`src/hw/rtl/lsh_bucket_neighbor_query_macros.svh`:
```
// Assertion helpers shared by the LSH neighbor query block.
`ifndef LSH_BUCKET_NEIGHBOR_QUERY_MACROS_SVH
`define LSH_BUCKET_NEIGHBOR_QUERY_MACROS_SVH

// Same-cycle implication, sampled on clk, off while rst_n is low.
`define LBNQ_ASSERT_IMP(name, pre, post, msg) \
    name: assert property (@(posedge clk) disable iff (!rst_n) (pre) |-> (post)) \
        else $error(msg);

// Next-cycle implication, sampled on clk, off while rst_n is low.
`define LBNQ_ASSERT_NXT(name, pre, post, msg) \
    name: assert property (@(posedge clk) disable iff (!rst_n) (pre) |=> (post)) \
        else $error(msg);

`endif

```
`src/hw/rtl/lbnq_ram.sv`:
```
module lbnq_ram #(
    parameter int WIDTH = 16,
    parameter int DEPTH = 256
) (
    input  logic                     clk,
    input  logic                     we,
    input  logic [$clog2(DEPTH)-1:0] waddr,
    input  logic [WIDTH-1:0]         wdata,
    input  logic [$clog2(DEPTH)-1:0] raddr,
    output logic [WIDTH-1:0]         rdata
);

    logic [WIDTH-1:0] mem [DEPTH];
    logic [WIDTH-1:0] rdata_reg;

    always_ff @(posedge clk)
    begin
        if (we)
        begin
            mem[waddr] <= wdata;
        end
    end

    always_ff @(posedge clk)
    begin
        rdata_reg <= mem[raddr];
    end

    assign rdata = rdata_reg;

endmodule

```
`config.mk`:
```
export PLATFORM = sky130hd
export DESIGN_NAME = lbnq_ram
export DESIGN_NICKNAME = d
export VERILOG_FILES = /design/src/hw/rtl/lsh_bucket_neighbor_query_macros.svh /design/src/hw/rtl/lbnq_ram.sv
export SDC_FILE = /design/constraint.sdc
export NUM_CORES = 2
export LEC_CHECK = 0
export ABC_AREA = 1
export BUFFER_PORTS_ARGS = -buffer_cell sky130_fd_sc_hd__clkbuf_2
export CAP_MARGIN = 20
export CORE_ASPECT_RATIO = 1.4
export CORE_MARGIN = 10
export CORE_UTILIZATION = 25
export CTS_CLUSTER_DIAMETER = 120
export CTS_CLUSTER_SIZE = 25
export DETAILED_ROUTE_END_ITERATION = 7
export GPL_TIMING_DRIVEN = 0
export PLACE_DENSITY_LB_ADDON = 0.05
export SYNTH_ARGS = -nofsm -noshare
export SYNTH_HDL_FRONTEND = slang
export SYNTH_SLANG_ARGS = --single-unit
```
`constraint.sdc`:
```
create_clock -name clk -period 2.25 [get_ports clk]
set_clock_uncertainty 0.1 [all_clocks]
set_input_delay 0.225 -clock clk [delete_from_list [all_inputs] [get_ports clk]]
set_output_delay 0.225 -clock clk [all_outputs]
set_load 0.01 [all_outputs]
```
Word-level counts from Yosys, hierarchy flattened
Memory sizes are Yosys's and may differ from the RTL's. A register that Yosys moved wholly into a read port is not among the register bits.
Index checks and enable logic that the tools add are counted.
Word-level totals
  memories: 1
  output and inout bits: 16
  input bits: 34
  bits in writable memories: 4096
  word-level logic and storage cells: 3
  bits in registers: 0
Memory list
  mem: depth 256, width 16, rd ports 1, clocked after memory_dff 1, write ports 1, RTL line lbnq_ram.sv:13  | logic [WIDTH-1:0] mem [DEPTH];
Operators by class
  muxes and demuxes: 2
Operators by type and width (number)
  $mux 1: 2

Logic depth before layout (Yosys ltp)
  depth in word-level cells: 2
  depth in mapped cells: 15
  gate-level depth less buffers: 11

Worst setup path after synthesis
No wires, ideal clock.
  path kind: input port to flip-flop
  start point: input port we
  end point: memory mem[164][0] (enable)
  path buffers: 2
  slack: 0.085 ns
  arrival time: 1.677 ns
  stages on the path: 4
  setup time: 0.388 ns
  path through: clkbuf_1 -> nand3_1 -> clkbuf_1 -> nor2_1
On the way
  cells in the longest elaborated chain, start to end: 2
Ends and longest elaborated chain
  start: declaration: RTL line lbnq_ram.sv:6  | input logic we,
  $mux 1: RTL line lbnq_ram.sv:18  | if (we)
  $mux 1 (not written as such): RTL line lbnq_ram.sv:20  | mem[waddr] <= wdata;
  end: declaration: RTL line lbnq_ram.sv:13
No other way between the ends.

==> results.txt <==
* Worst min-delay path endpoint: mem[171][13]$_DFFE_PP_
* Fillcell total: 66820
* Number of instances in the synthesized netlist: 13620
- Once routing completed, OpenROAD measured the worst setup slack at -0.2312 ns.
* Path category of the worst min-delay check: input port to flop
- In the routed layout, each cell is associated on average with a via count of 5.144.
- Hold Slack: 0.03525 ns
- Yosys Warn Count: 0
* Overall Global Routing Usage: 27.93%
- The flow ran to the end, but the final reports show violations.
- HPWL Detailed: 742.8 mm
* Most frequent cell after synthesis: nand2_1
* Synth Net Count: 13650
- For this design the static power due to leakage is 66.16 nW.
- DIE WIDTH: 708.1 µm
* Post-layout min period: 2.481 ns
- Dividing total power by cell area gives a power density of 729.9 nW/µm².
- Number of endpoints failing setup at the final stage: 138
- Counting cells, the worst reg-to-reg path comes to 10.
- Final number of max-transition violations: 0
- In this run the tool buffered the top-level ports with 42 buffer cells.
* Clock-pin slew on the worst setup and hold paths: 0.11 ns
- WL final: 1008 mm
- TritonCTS built the clock tree.
* Total grt overflow: 0
* Cell row count: 353
- Leading post-synthesis cells by cell area: edfxtp_1 (74%), nand3_1 (12%), nand2_1 (9.5%), buf_2 (1.5%), buf_4 (0.74%)
- The worst hold path passes through 3 cells.
* Num CTS Buffers: 188
- After synthesis, the share of flip-flops with an asynchronous set or reset is 0%.
- Based on the critical path, the design can be clocked at up to 403.0 MHz.
* Register area share after synthesis: 74.42%
- Final estimated routing congestion in global placement: 0.9824
- In this run the critical register-to-register path is captured at rdata[9]$_DFF_P_.
* Maximum ir drop on the vdd rail: 0.0006319 V
* Global-route wire length before repair: 1263 mm
- No sink is reached through more buffers than the 4 on the longest clock path.
- The worst hold path begins at we.
* Most numerous cell types in the synthesized netlist: nand2_1 (4211), edfxtp_1 (4096), nand3_1 (4035), buf_2 (495), nor2_1 (283)
- The top cell type by area accounts for 74.23% of the synthesized area.
- Unrepaired setup endpoints after global routing: true
- In the routed design, unresolved DRC markers number 0.
- Measured against its own limit, the worst slew margin works out to 13.55%.
- For this design the top-level I/O count stands at 50.
* Failing checks: negative setup slack
* Worst path required time: 3.08 ns
* Type of destination of the critical path: flop
* Initial DRC Count: 14900
- The cell area that synthesis handed to floorplanning was 165700 µm².
- The die is 983.3 µm tall.
- Antenna violations before repair: 115
- Startpoint class of the critical path: input port
- Worst endpoint data arrival time: 3.31 ns
- Placeable core area: 660300 µm²
- DIE AREA: 696300 µm²
- Commonest register cell after synthesis: edfxtp_1
- After synthesis, the netlist uses 15 different library cells.
- Seq cells post-synth: 4112
- Across the run, the number of max-cap violations was 0.
- In the final layout, the share of cells above drive strength 1 is 14.28%.
- Clk root buf: clkbuf_16
- At the pin with the least slew margin, the transition time is 1.297 ns.
- For this configuration, the core starts out at a cell density of 25.10%.
* Synthesis-to-layout area growth: 18.60%
- The setup path with the least slack is of type input port to flop.
- The detailed router placed 119000 vias in this run.
- 1st-pass router iterations: 6
- Maximum fanout count along the critical path: 10
- Via count of the first global-routing pass: 110900
- Worst reg-to-reg setup slack: -0.11 ns
- In this run the remaining antenna-violating nets after routing total 0.
* Flip-flop count of the largest register after layout: 4096
* Fin. Hold Viols: 0
- The net count of the finished layout is 14370.
- The later pin in the worst-skew pair is clocked with a latency of 1.08 ns.
- After detailed routing, the average wire length per cell comes to 43.56 µm.
* Level count of the clock H-tree: 4
- Synth area leader: edfxtp_1
- Number of clock sinks: 4112
- Source of the worst register-to-register timing path: mem[193][9]$_DFFE_PP_
- Largest net degree at the start of global routing: 109
* Total Neg Setup Slack: -6.708 ns
* Post-Synthesis Mean Instance Area: 12.17 µm²
* Post-synth EDFFs: 4096
- The worst path uses 110.3% of the clock period.
## final cells by class
cell class | count | area (µm²) | share of cell area, %
diodes | 49 | 122.6 | 0.06239
clock inverters | 12 | 161.4 | 0.08213
well taps | 8697 | 10880 | 5.537
inverters | 39 | 151.4 | 0.07704
clock buffers | 225 | 4938 | 2.513
plain buffers | 936 | 6379 | 3.246
flip-flops and latches | 4112 | 123300 | 62.75
repair buffers | 532 | 9773 | 4.973
multi-input cells | 8529 | 40790 | 20.76
## per-stage QoR
stage	total power (W)	util (%)	cell area (µm²)	std cells	setup slack [ns]
6_report	0.1434	29.76	196500	23130	-0.2312
5_1_grt	0.1463	29.75	196400	23090	-0.06285
4_1_cts	0.1439	29.58	195300	23060	-0.1527
3_5_place_dp	0.1012	28.29	186800	22720	-2.921
3_3_place_gp	0.1013	26.78	176800	22360	-5.911
2_1_floorplan	0.09134	-	165700	13620	0.08456
## critical path, stage by stage
cell and delay, ns:
buf_6 0.15, inv_2 0.23, clkbuf_4 0.33, buf_12 0.23, buf_4 0.32, nand3_1 0.22
nand3_1 0.18, nand3_2 0.23, nand3_4 0.26, nand3_1 0.23, nand2_1 0.18, nand2_2 0.16
nand2_4 0.25
## power by group
part | internal [W] | total (W) | switching [W]
Combinational | 0.00326 | 0.0159 | 0.0127
Sequential | 0.0843 | 0.0844 | 0.0000460
Clock | 0.0158 | 0.0431 | 0.0274
## routing by layer
layer | share of wire (%) | global-route usage (%) | vias to the layer above
li1 | - | - | 49860
met1 | 37 | 32.11 | 62350
met2 | 50 | 48.65 | 5215
met3 | 5.9 | 4.144 | 1543
met4 | 7.8 | 17.61 | 22
met5 | 0.018 | 0 | -
## cells by family (layout without fill, tap and decap cells)
group	count (synthesis)	after routing	share of synthesized area, %
flip-flops	4112	4112	74.42
AND/OR/NAND/NOR	8529	8529	22.37
buffers and inverters	976	1744	3.214
other	0	49	0
## layout by cell type, fill, tap and decap left out, types with 35 or more instances in the layout
cell           synthesis  layout
buf_4                163     281
clkbuf_1             154     106
nand3_2                0     181
buf_16                 0     110
buf_8                  1      71
nand2_1             4211    4194
dlygate4sd3_1          0      50
clkbuf_2               0      94
diode_2                0      49
nor2_4                 0     238
buf_6                 53     101
clkbuf_16              0     192
inv_1                 35      35
buf_2                495     328
edfxtp_1            4096    4096
clkbuf_4               0      52
nand3_1             4035    3780
nand3_4                0      74
buf_12                 1     255
## what timing repair did
item / CTS / global route
buffers inserted: 45 / 17
endpoints found under the setup margin: 271 / 218
hold endpoints to repair: 2088 / 1
gates cloned: 0 / 0
pin swaps: 38 / 23
hold buffers: 49 / 1
resized for setup: 618 / 174
## how the worst max path moves through the flow
| stage | from | end | slack, ns | depth (start not counted) |
|---|---|---|---|---|
| 2_1_floorplan | we | mem[164][0]$_DFFE_PP_ | 0.08 | 4 |
| 3_3_place_gp | wdata[8] | mem[6][8]$_DFFE_PP_ | -5.91 | 1 |
| 3_5_place_dp | raddr[2] | rdata[9]$_DFF_P_ | -2.92 | 12 |
| 4_1_cts | raddr[0] | rdata[9]$_DFF_P_ | -0.15 | 15 |
| 5_1_grt | raddr[0] | rdata[9]$_DFF_P_ | -0.06 | 15 |
| 6_report | raddr[2] | rdata[9]$_DFF_P_ | -0.23 | 13 |
Note: power is estimated with default switching activity, not from simulation.
