===== src/hw/rtl/lsh_bucket_neighbor_query_macros.svh =====
// Assertion helpers shared by the LSH neighbor query block.
`ifndef LSH_BUCKET_NEIGHBOR_QUERY_MACROS_SVH
`define LSH_BUCKET_NEIGHBOR_QUERY_MACROS_SVH

// Same-cycle implication, sampled on clk, off while rst_n is low.
`define LBNQ_ASSERT_IMP(name, pre, post, msg) \
    name: assert property (@(posedge clk) disable iff (!rst_n) (pre) |-> (post)) \
        else $error(msg);

// Next-cycle implication, sampled on clk, off while rst_n is low.
`define LBNQ_ASSERT_NXT(name, pre, post, msg) \
    name: assert property (@(posedge clk) disable iff (!rst_n) (pre) |=> (post)) \
        else $error(msg);

`endif


===== src/hw/rtl/lbnq_pkg.sv =====
package lbnq_pkg;

    // Defaults for the top-level parameters
    localparam int DEF_MAX_POINTS = 32;
    localparam int DEF_MAX_TABLES = 8;
    localparam int DEF_KEY_BITS   = 16;
    localparam int DEF_DIST_BITS  = 32;

    // Configuration register widths and reset values
    localparam int PTS_CFG_W = 6;
    localparam int TBL_CFG_W = 4;
    localparam logic [PTS_CFG_W-1:0] PTS_CFG_RESET = 6'd32;
    localparam logic [TBL_CFG_W-1:0] TBL_CFG_RESET = 4'd8;

    // Fixed field widths of the stream items
    localparam int CMD_W   = 3;
    localparam int PT_W    = 5;
    localparam int TBL_W   = 3;
    localparam int KEYIN_W = 16;
    localparam int VAL_W   = 32;
    localparam int KIND_W  = 2;
    localparam int CNT_W   = 6;

    typedef enum logic [CMD_W-1:0] {
        CMD_WR_KEY    = 3'd0,
        CMD_WR_DIST   = 3'd1,
        CMD_SET_SKIP  = 3'd2,
        CMD_CLR_SKIP  = 3'd3,
        CMD_NEAREST   = 3'd4,
        CMD_RANGE     = 3'd5
    } lbnq_cmd_t;

    typedef enum logic [KIND_W-1:0] {
        KIND_HIT     = 2'd0,
        KIND_NEAREST = 2'd1,
        KIND_SUMMARY = 2'd2
    } lbnq_kind_t;

    typedef enum logic {
        REG_POINTS = 1'b0,
        REG_TABLES = 1'b1
    } lbnq_reg_t;

    typedef enum logic [2:0] {
        ST_IDLE,
        ST_TABLE,
        ST_KEYP,
        ST_SCAN,
        ST_DIST,
        ST_EMIT,
        ST_FINAL
    } lbnq_state_t;

    typedef struct packed {
        lbnq_cmd_t           cmd;
        logic [PT_W-1:0]     point;
        logic [PT_W-1:0]     other_point;
        logic [TBL_W-1:0]    table_req;
        logic [KEYIN_W-1:0]  key_value;
        logic [VAL_W-1:0]    distance_value;
        logic                use_skip;
        logic [VAL_W-1:0]    radius;
    } lbnq_item_t;

    typedef struct packed {
        lbnq_kind_t          kind;
        logic                found;
        logic [PT_W-1:0]     index;
        logic [VAL_W-1:0]    distance;
        logic [CNT_W-1:0]    visited_count;
        logic                last;
    } lbnq_result_t;

endpackage


===== src/hw/rtl/lbnq_seq.sv =====
module lbnq_seq #(
    parameter int MAX_POINTS = lbnq_pkg::DEF_MAX_POINTS,
    parameter int MAX_TABLES = lbnq_pkg::DEF_MAX_TABLES,
    parameter int KEY_BITS   = lbnq_pkg::DEF_KEY_BITS,
    parameter int DIST_BITS  = lbnq_pkg::DEF_DIST_BITS
) (
    input  logic                                        clk,
    input  logic                                        rst_n,
    input  logic                                        in_valid,
    output logic                                        in_ready,
    input  lbnq_pkg::lbnq_item_t                        item,
    input  logic [lbnq_pkg::PTS_CFG_W-1:0]              pts_cfg,
    input  logic [lbnq_pkg::TBL_CFG_W-1:0]              tbl_cfg,
    output logic                                        key_we,
    output logic [$clog2(MAX_POINTS*MAX_TABLES)-1:0]    key_waddr,
    output logic [KEY_BITS-1:0]                         key_wdata,
    output logic [$clog2(MAX_POINTS*MAX_TABLES)-1:0]    key_raddr,
    input  logic [KEY_BITS-1:0]                         key_rdata,
    output logic                                        dist_we,
    output logic [$clog2(MAX_POINTS*MAX_POINTS)-1:0]    dist_waddr,
    output logic [DIST_BITS-1:0]                        dist_wdata,
    output logic [$clog2(MAX_POINTS*MAX_POINTS)-1:0]    dist_raddr,
    input  logic [DIST_BITS-1:0]                        dist_rdata,
    output logic                                        res_valid,
    input  logic                                        res_free,
    output lbnq_pkg::lbnq_result_t                      res
);

    import lbnq_pkg::*;

    localparam int PW  = $clog2(MAX_POINTS);
    localparam int CW  = $clog2(MAX_POINTS + 1);
    localparam int TCW = $clog2(MAX_TABLES + 1);
    localparam int KAW = $clog2(MAX_POINTS * MAX_TABLES);
    localparam int DAW = $clog2(MAX_POINTS * MAX_POINTS);
    localparam int DW  = (DIST_BITS > VAL_W) ? DIST_BITS : VAL_W;
    localparam int UW  = (KEY_BITS > DW) ? KEY_BITS : DW;

    lbnq_state_t           state_reg, state_next;
    logic [PW-1:0]         p_reg, p_next;
    logic                  range_reg, range_next;
    logic [VAL_W-1:0]      radius_reg, radius_next;
    logic [CW-1:0]         np_reg, np_next;
    logic [TCW-1:0]        nt_reg, nt_next;
    logic [TCW-1:0]        t_reg, t_next;
    logic [KEY_BITS-1:0]   pk_reg, pk_next;
    logic [CW-1:0]         xi_reg, xi_next;
    logic [PW-1:0]         xc_reg, xc_next;
    logic                  cv_reg, cv_next;
    logic [MAX_POINTS-1:0] skip_reg, skip_next;
    logic [MAX_POINTS-1:0] visited_reg, visited_next;
    logic [CW-1:0]         count_reg, count_next;
    logic [DIST_BITS-1:0]  best_reg, best_next;
    logic [PW-1:0]         besti_reg, besti_next;
    logic [DIST_BITS-1:0]  hit_reg, hit_next;

    // shared compare unit
    logic [UW-1:0] cmp_a, cmp_b;
    logic          cmp_eq, cmp_lt;
    logic          match;
    logic          pt_ok, tbl_ok, oth_ok;

    always_ff @(posedge clk or negedge rst_n)
    begin
        if (!rst_n)
        begin
            state_reg <= ST_IDLE;
        end
        else
        begin
            state_reg <= state_next;
        end
    end

    always_ff @(posedge clk or negedge rst_n)
    begin
        if (!rst_n)
        begin
            range_reg   <= 1'b0;
            np_reg      <= '0;
            nt_reg      <= '0;
            t_reg       <= '0;
            xi_reg      <= '0;
            cv_reg      <= 1'b0;
            skip_reg    <= '0;
            visited_reg <= '0;
            count_reg   <= '0;
            best_reg    <= '1;
            besti_reg   <= '0;
        end
        else
        begin
            range_reg   <= range_next;
            np_reg      <= np_next;
            nt_reg      <= nt_next;
            t_reg       <= t_next;
            xi_reg      <= xi_next;
            cv_reg      <= cv_next;
            skip_reg    <= skip_next;
            visited_reg <= visited_next;
            count_reg   <= count_next;
            best_reg    <= best_next;
            besti_reg   <= besti_next;
        end
    end

    always_ff @(posedge clk)
    begin
        p_reg      <= p_next;
        radius_reg <= radius_next;
        pk_reg     <= pk_next;
        xc_reg     <= xc_next;
        hit_reg    <= hit_next;
    end

    always_comb
    begin
        if (state_reg == ST_DIST)
        begin
            cmp_a = UW'(dist_rdata);
            cmp_b = range_reg ? UW'(radius_reg) : UW'(best_reg);
        end
        else
        begin
            cmp_a = UW'(key_rdata);
            cmp_b = UW'(pk_reg);
        end
        cmp_eq = (cmp_a == cmp_b);
        cmp_lt = (cmp_a < cmp_b);
    end

    assign pt_ok  = (int'(item.point) < MAX_POINTS);
    assign oth_ok = (int'(item.other_point) < MAX_POINTS);
    assign tbl_ok = (int'(item.table_req) < MAX_TABLES);
    assign match  = cv_reg && cmp_eq && !visited_reg[xc_reg];

    always_comb
    begin
        state_next   = state_reg;
        p_next       = p_reg;
        range_next   = range_reg;
        radius_next  = radius_reg;
        np_next      = np_reg;
        nt_next      = nt_reg;
        t_next       = t_reg;
        pk_next      = pk_reg;
        xi_next      = xi_reg;
        xc_next      = xc_reg;
        cv_next      = cv_reg;
        skip_next    = skip_reg;
        visited_next = visited_reg;
        count_next   = count_reg;
        best_next    = best_reg;
        besti_next   = besti_reg;
        hit_next     = hit_reg;

        in_ready   = (state_reg == ST_IDLE);
        key_we     = 1'b0;
        key_waddr  = KAW'(item.point) * KAW'(MAX_TABLES) + KAW'(item.table_req);
        key_wdata  = KEY_BITS'(item.key_value);
        dist_we    = 1'b0;
        dist_waddr = DAW'(item.point) * DAW'(MAX_POINTS) + DAW'(item.other_point);
        dist_wdata = DIST_BITS'(item.distance_value);
        key_raddr  = KAW'(p_reg) * KAW'(MAX_TABLES) + KAW'(t_reg);
        dist_raddr = DAW'(p_reg) * DAW'(MAX_POINTS) + DAW'(xc_reg);

        res_valid           = 1'b0;
        res.kind            = KIND_HIT;
        res.found           = 1'b1;
        res.index           = PT_W'(xc_reg);
        res.distance        = VAL_W'(hit_reg);
        res.visited_count   = CNT_W'(count_reg);
        res.last            = 1'b0;

        unique case (state_reg)
            ST_IDLE:
            begin
                if (in_valid)
                begin
                    unique case (item.cmd)
                        CMD_WR_KEY:
                        begin
                            key_we = pt_ok && tbl_ok;
                        end
                        CMD_WR_DIST:
                        begin
                            dist_we = pt_ok && oth_ok;
                        end
                        CMD_SET_SKIP:
                        begin
                            if (pt_ok)
                            begin
                                skip_next[PW'(item.point)] = 1'b1;
                            end
                        end
                        CMD_CLR_SKIP:
                        begin
                            skip_next = '0;
                        end
                        CMD_NEAREST, CMD_RANGE:
                        begin
                            p_next       = PW'(item.point);
                            range_next   = (item.cmd == CMD_RANGE);
                            radius_next  = item.radius;
                            np_next      = (int'(pts_cfg) > MAX_POINTS) ?
                                           CW'(MAX_POINTS) : CW'(pts_cfg);
                            nt_next      = (int'(tbl_cfg) > MAX_TABLES) ?
                                           TCW'(MAX_TABLES) : TCW'(tbl_cfg);
                            visited_next = item.use_skip ? skip_reg : '0;
                            best_next    = '1;
                            besti_next   = '0;
                            count_next   = '0;
                            t_next       = '0;
                            state_next   = pt_ok ? ST_TABLE : ST_FINAL;
                        end
                        default:
                        begin
                        end
                    endcase
                end
            end

            ST_TABLE:
            begin
                // key_raddr already points at the query point's key for t
                if (t_reg < nt_reg)
                begin
                    state_next = ST_KEYP;
                end
                else
                begin
                    state_next = ST_FINAL;
                end
            end

            ST_KEYP:
            begin
                pk_next    = key_rdata;
                xi_next    = '0;
                cv_next    = 1'b0;
                state_next = ST_SCAN;
            end

            ST_SCAN:
            begin
                key_raddr = KAW'(xi_reg) * KAW'(MAX_TABLES) + KAW'(t_reg);
                if (match)
                begin
                    // fetch the distance, drop the read in flight, resume after xc
                    visited_next[xc_reg] = 1'b1;
                    count_next           = count_reg + 1'b1;
                    cv_next              = 1'b0;
                    xi_next              = CW'(xc_reg) + 1'b1;
                    state_next           = ST_DIST;
                end
                else if (xi_reg < np_reg)
                begin
                    xc_next = PW'(xi_reg);
                    cv_next = 1'b1;
                    xi_next = xi_reg + 1'b1;
                end
                else
                begin
                    cv_next    = 1'b0;
                    t_next     = t_reg + 1'b1;
                    state_next = ST_TABLE;
                end
            end

            ST_DIST:
            begin
                state_next = ST_SCAN;
                if (cmp_lt)
                begin
                    if (range_reg)
                    begin
                        hit_next   = dist_rdata;
                        state_next = ST_EMIT;
                    end
                    else
                    begin
                        best_next  = dist_rdata;
                        besti_next = xc_reg;
                    end
                end
            end

            ST_EMIT:
            begin
                res_valid = 1'b1;
                if (res_free)
                begin
                    state_next = ST_SCAN;
                end
            end

            ST_FINAL:
            begin
                res_valid = 1'b1;
                res.last  = 1'b1;
                if (range_reg)
                begin
                    res.kind     = KIND_SUMMARY;
                    res.found    = 1'b0;
                    res.index    = '0;
                    res.distance = '0;
                end
                else
                begin
                    res.kind     = KIND_NEAREST;
                    res.found    = (best_reg != '1);
                    res.index    = PT_W'(besti_reg);
                    res.distance = VAL_W'(best_reg);
                end
                if (res_free)
                begin
                    state_next = ST_IDLE;
                end
            end

            default:
            begin
                state_next = ST_IDLE;
            end
        endcase
    end

endmodule


===== config.mk =====
export PLATFORM = sky130hd
export DESIGN_NAME = lbnq_seq
export DESIGN_NICKNAME = d
export VERILOG_FILES = /design/src/hw/rtl/lsh_bucket_neighbor_query_macros.svh /design/src/hw/rtl/lbnq_pkg.sv /design/src/hw/rtl/lbnq_seq.sv
export SDC_FILE = /design/constraint.sdc
export NUM_CORES = 1
export LEC_CHECK = 0
export BUFFER_PORTS_ARGS = -buffer_cell sky130_fd_sc_hd__buf_2
export CORE_ASPECT_RATIO = 1.75
export CORE_MARGIN = 2
export CORE_UTILIZATION = 50
export CTS_BUF_LIST = sky130_fd_sc_hd__clkbuf_4 sky130_fd_sc_hd__clkbuf_8
export CTS_CLUSTER_SIZE = 24
export DETAILED_ROUTE_END_ITERATION = 10
export GPL_ROUTABILITY_DRIVEN = 0
export PLACE_DENSITY = 0.86
export SLEW_MARGIN = 5
export SYNTH_ARGS = -nofsm -noshare
export SYNTH_HDL_FRONTEND = slang
export SYNTH_SLANG_ARGS = --single-unit

===== constraint.sdc =====
create_clock -name clk -period 5.9 [get_ports clk]
set_input_delay 0.295 -clock clk [delete_from_list [all_inputs] [get_ports clk]]
set_output_delay 0.295 -clock clk [all_outputs]
set_load 0.01 [all_outputs]

======== Yosys cells after proc, flatten, opt, wreduce, memory -nomap -nowiden ========
Index checks and enable logic that the tools add are counted.
word-level totals
  register bits ........................... 222
  input port bits ......................... 159
  output and inout bits ................... 135
  word-level logic and storage cells ...... 147
operators by class
  add/sub/neg operators ................... 9
  order comparisons ....................... 9
  equal/unequal tests ..................... 24
  multiplexer cells ....................... 63
  bitwise logic cells ..................... 3
  reductions and logical operators ........ 22
operators by type and width
  operator                                                               number
  32-bit 2-to-1 mux                                                      11
  32-bit case mux with 2 select lines                                    3
  40-bit 2-to-1 mux                                                      2
  32-bit bitwise OR                                                      2
  6-bit 2-to-1 mux                                                       6
  32-bit equality test                                                   1
  32-bit < comparator                                                    1
  32-bit inequality test, second input constant                          1
  3-bit 2-to-1 mux                                                       9
  6-bit case mux with 2 select lines                                     2
  3-bit case mux with 7 select lines                                     1
  10-bit by 5-bit adder with 10-bit output                               2
  4-bit 2-to-1 mux                                                       5
  5-bit 2-to-1 mux                                                       4
  8-bit by 4-bit adder with 8-bit output                                 2
  2-bit inequality test, second input constant                           8
  3-bit equality test, second input constant                             5
  5-bit AND reduction                                                    3
  1-bit 2-to-1 mux                                                       13
  6-bit by 1-bit adder with 6-bit output, second input constant          2
  3-bit by 2-bit equality test with 1-bit output, second input constant  4
  5-bit by 6-bit < comparator with 1-bit output, second input constant   2
  3-bit AND reduction                                                    4
  1-bit demux with 5-bit select                                          2
  24 further kinds                                                       35

======== Depth between registers and ports, before layout ========
  word-level depth ........................ 7
  mapped depth ............................ 19
  depth with buffers taken out ............ 16

======== Worst setup path after synthesis ========
No wires, ideal clock.
  path type ............................... register to register
  start point ............................. reg state_reg[1]
  end point ............................... reg hit_reg[0] (enable)
  library setup time ...................... 504 ps
  arrival time ............................ 5715 ps
  data required time ...................... 5396 ps
  path slack .............................. -319 ps
  cell stages (with the launch flop) ...... 12
  path buffers ............................ 2
  period minus slack after synthesis ...... 6219 ps
  path through ............................ dfrtp_1 -> clkbuf_1 -> nor3_1 -> clkbuf_1 -> nor2_1 -> a31o_2 -> ha_1 -> a21oi_1 -> o21ai_0 -> a221oi_1 -> o21ai_0 -> nor4_1
between the ends
  word-level cells in the longest chain between the ends .. 4
  elaborated cells between the ends (all ways) .. 5
  those cells by class .................... 1 x order compare; 1 x eq/ne; 2 x mux; 1 x reduce/logical
RTL lines
  what                               RTL line                          text
  start: declaration                 lbnq_seq.sv:39                    lbnq_state_t state_reg, state_next;
  start signal: assignment           lbnq_seq.sv:71                    state_reg <= state_next;
  3-bit equality test (*)            lbnq_seq.sv:118, lbnq_seq.sv:175
  32-bit 2-to-1 mux                  lbnq_seq.sv:118                   if (state_reg == ST_DIST)
  32-bit < comparator                lbnq_seq.sv:129                   cmp_lt = (cmp_a < cmp_b);
  3-bit AND reduction (no line) (*)  -
  end signal: assignment             lbnq_seq.sv:113                   hit_reg <= hit_next;
  end: declaration                   lbnq_seq.sv:55                    logic [DIST_BITS-1:0] hit_reg, hit_next;
Mark *: on every way between the ends. The rest lies on a longest branch, timed or not.
A chain may end at the register's enable or synchronous reset.

======== Worst setup path in the final report ========
  start point ............................. reg state_reg[2]
  end point ............................... reg xi_reg[4]
between the ends
  word-level cells in the longest chain between the ends .. 7
  elaborated cells between the ends (all ways) .. 13
  those cells by class .................... 5 x eq/ne; 4 x mux; 4 x reduce/logical
RTL lines
  what                                                                                 RTL line         text
  3-bit equality test                                                                  lbnq_seq.sv:118
  32-bit 2-to-1 mux                                                                    lbnq_seq.sv:118
  32-bit equality test                                                                 lbnq_seq.sv:128  cmp_eq = (cmp_a == cmp_b);
  1-bit logical AND (2 in series)                                                      lbnq_seq.sv:135  assign match = cv_reg && cmp_eq && !visited_reg[xc_reg];
  3-bit inequality test (no line) or 6-bit 2-to-1 mux (tied branches)                  -
  2-bit AND reduction (no line) or 6-bit case mux with 2 select lines (tied branches)  -
  end signal: assignment                                                               lbnq_seq.sv:97   xi_reg <= xi_next;
  end: declaration                                                                     lbnq_seq.sv:47   logic [CW-1:0] xi_reg, xi_next;
Several ways; a longest one is shown, not always the timed one.

==> flow_summary.ini <==
[timing]
layout_min_cycle_time_ns = 5.06
setup_viol = 0
worst_slack_ns = 0.837
min_period_over_period = 0.858
drv_slew = 0
tightest_slew_ns = 1.16
clock.fmax_mhz = 197
relSlewSlack = 0.225
finalSetupTns_ns = 0
finalClockSkew_ns = 0.0252
finalHoldViolations = 0
rsz0062_at_grt = no

[floorplanning]
die_area_sq_um = 25700
initial_core_util = 0.510
io_pins = 294
die_y_microns = 211
die_w_microns = 122
rows = 75
fp.coreArea_sq_um = 23900

[setup_path]
cp.required_ns = 6.43
worstReg2RegStart = state_reg[2]
critPathLaunch = state_reg[2]
crit_type = reg2reg
cp.arrival_ns = 5.59
crit_path_max_fanout = 52
crit_path_start_kind = flop
cp-end-kind = flop

[clocking]
clockBufferDepth = 3
post_cts_resized = 0
numCtsBuffers = 31
clk_pin_slew_ns = 0.08
cts_sinks = 222
cts_tree = yes
htree_levels = 1
insertion_delay_ns = 0.61
clockRootBuffer = clkbuf_8

[power_and_ir_drop]
p_sw_frac = 0.396
combPwrFrac = 0.383
p_switching_mw = 2.54
powerDensity_nw_per_um2 = 440
power_leakage_nw = 6.56
ir_drop_v = 0.000201
clkPwrFrac = 0.239
p_int_mw = 3.89
power_frac_seq = 0.379

[global_routing]
grt_pass1_vias = 11400
grt_pass1_wl_microns = 60900
grt_overflow = 0
grt_max_degree = 97
track_usage = 0.310
antenna_found_initial = 3

[cells_and_area]
synthToLayoutAreaGrowth_pct = 19.8
fin_nets = 1666
drive_above_1_share = 0.241
layout_common_cells = nand2_1, buf_2, nor2_1
final_common_cell = nand2_1
fin_util = 0.611
fillers = 1861
final_cells = 1798

[route]
vias = 10900
drtPass1Iterations = 5
post_drt_wl_per_cell_microns = 22.0
vias_per_cell = 6.08
ant_nets = 0
drc_errors = 0
drt-total-wl_microns = 39600
drt_iter0_markers = 979

[synth]
netlist_instances = 1274
synthFlopType = dfrtp_1
syn_nets = 1478
synth_area_sq_um = 12200
synth_edf_count = 90
async_flop_share = 0.595
synth_warnings = 0
synth-seq-area-share = 0.496
yosysUniqueCellTypes = 68
ys_ff_latch = 222
syn_area_per_cell_sq_um = 9.57

[run_status]
outcome = finished, final reports clean

[place]
dp.cells = 1641
hpwlAfterDp_microns = 25900
io_buffers = 181
place_ws_ns = 1.01

[worst_hold_path]
hp-start = res_free
hp-class = in2reg

[flow_run]
maxCapViolations = 0
## layer usage
layer / GRT usage / part of all wire / vias up
met3: 0.0779 / 0.079 / 305
met4: 0.297 / 0.11 / 0
met1: 0.289 / 0.31 / 5213
met2: 0.533 / 0.51 / 654
li1: - / - / 4768
met5: 0 / 0 / -
## power groups by stage
stage / Combinational [mW] / Sequential (mW) / Clock, mW
3_5_place_dp: 2.31 / 2.44 / 0
6_report: 2.46 / 2.43 / 1.54
3_3_place_gp: 2.23 / 2.41 / 0
4_1_cts: 2.38 / 2.41 / 1.54
2_1_floorplan: 1.67 / 2.28 / 0
5_1_grt: 2.68 / 2.46 / 1.60
## cell usage after synthesis, types with 20 or more instances
cell type	number	share of area
buf_4	69	0.042
a21oi_2	20	0.014
edfxtp_1	90	0.22
dfrtp_1	100	0.21
a21oi_1	94	0.039
nand3_1	20	0.0082
mux2i_1	51	0.042
dfstp_2	32	0.069
a21o_1	23	0.014
o21ai_0	88	0.036
nor2_1	162	0.050
clkbuf_1	58	0.018
nand2_1	206	0.063
ha_1	45	0.046
## final timing paths
kind / endpoint / slack (ns) / cells after the start
max in group asynchronous: skip_reg[13] / 4.17 / 3
setup reg to reg: xi_reg[4] / 0.84 / 17
setup / recovery: xi_reg[4] / 0.84 / 17
hold reg to reg: visited_reg[5] / 0.49 / 2
hold / removal: state_reg[1] / 0.06 / 4
min in group asynchronous: skip_reg[27] / 0.40 / 2
## critical path, stage by stage, from the launching register on
cell      delay, ns
dfrtp_1        0.78
clkinv_1       0.40
nor3_2         0.19
buf_4          0.46
nor2_1         0.10
a31o_2         0.24
ha_1           0.30
nand4_1        0.18
nor4_1         0.42
o211ai_1       0.19
nor4_1         0.43
mux2_1         0.26
ha_1           0.25
nand3_1        0.11
or2_2          0.30
a211oi_1       0.20
a31oi_1        0.06
o21ai_0        0.09
## repair_timing
action,4_1_cts,5_1_grt
endpoints found under the hold margin,152,0
hold buffers,96,0
setup endpoints to repair,0,0
buffers inserted,0,0
## area by class of cell
class                   instances  area (sq um)  share of cell area
well taps                     308           385              0.0264
repair buffers                297          2020               0.138
multi-input cells             892          5270               0.361
diodes                          3          7.51            0.000514
inverters                      18          68.8             0.00471
clock buffers                  43           586              0.0401
clock inverters                15           230              0.0158
flip-flops and latches        222          6050               0.414
## stage by stage
stage	power, mW	hold slack (ns)	cell area, sq um
after global placement	4.64	0.454	12800
final	6.43	0.0643	14600
after global routing	6.75	0.0689	14600
after detailed placement	4.75	0.467	12800
after floorplan	3.95	-0.000591	12200
after CTS	6.33	0.0440	14600
## cell families after synthesis
family	after synthesis	synth area share
AND/OR/NAND/NOR	499	0.183
AO/OA/AOI/OAI	278	0.140
flip-flops	222	0.496
buffers and inverters	160	0.0743
multiplexers	60	0.0539
adder cells (fa/ha/maj)	45	0.0462
XOR/XNOR	10	0.00718
Note: power is estimated with default switching activity, not from simulation.
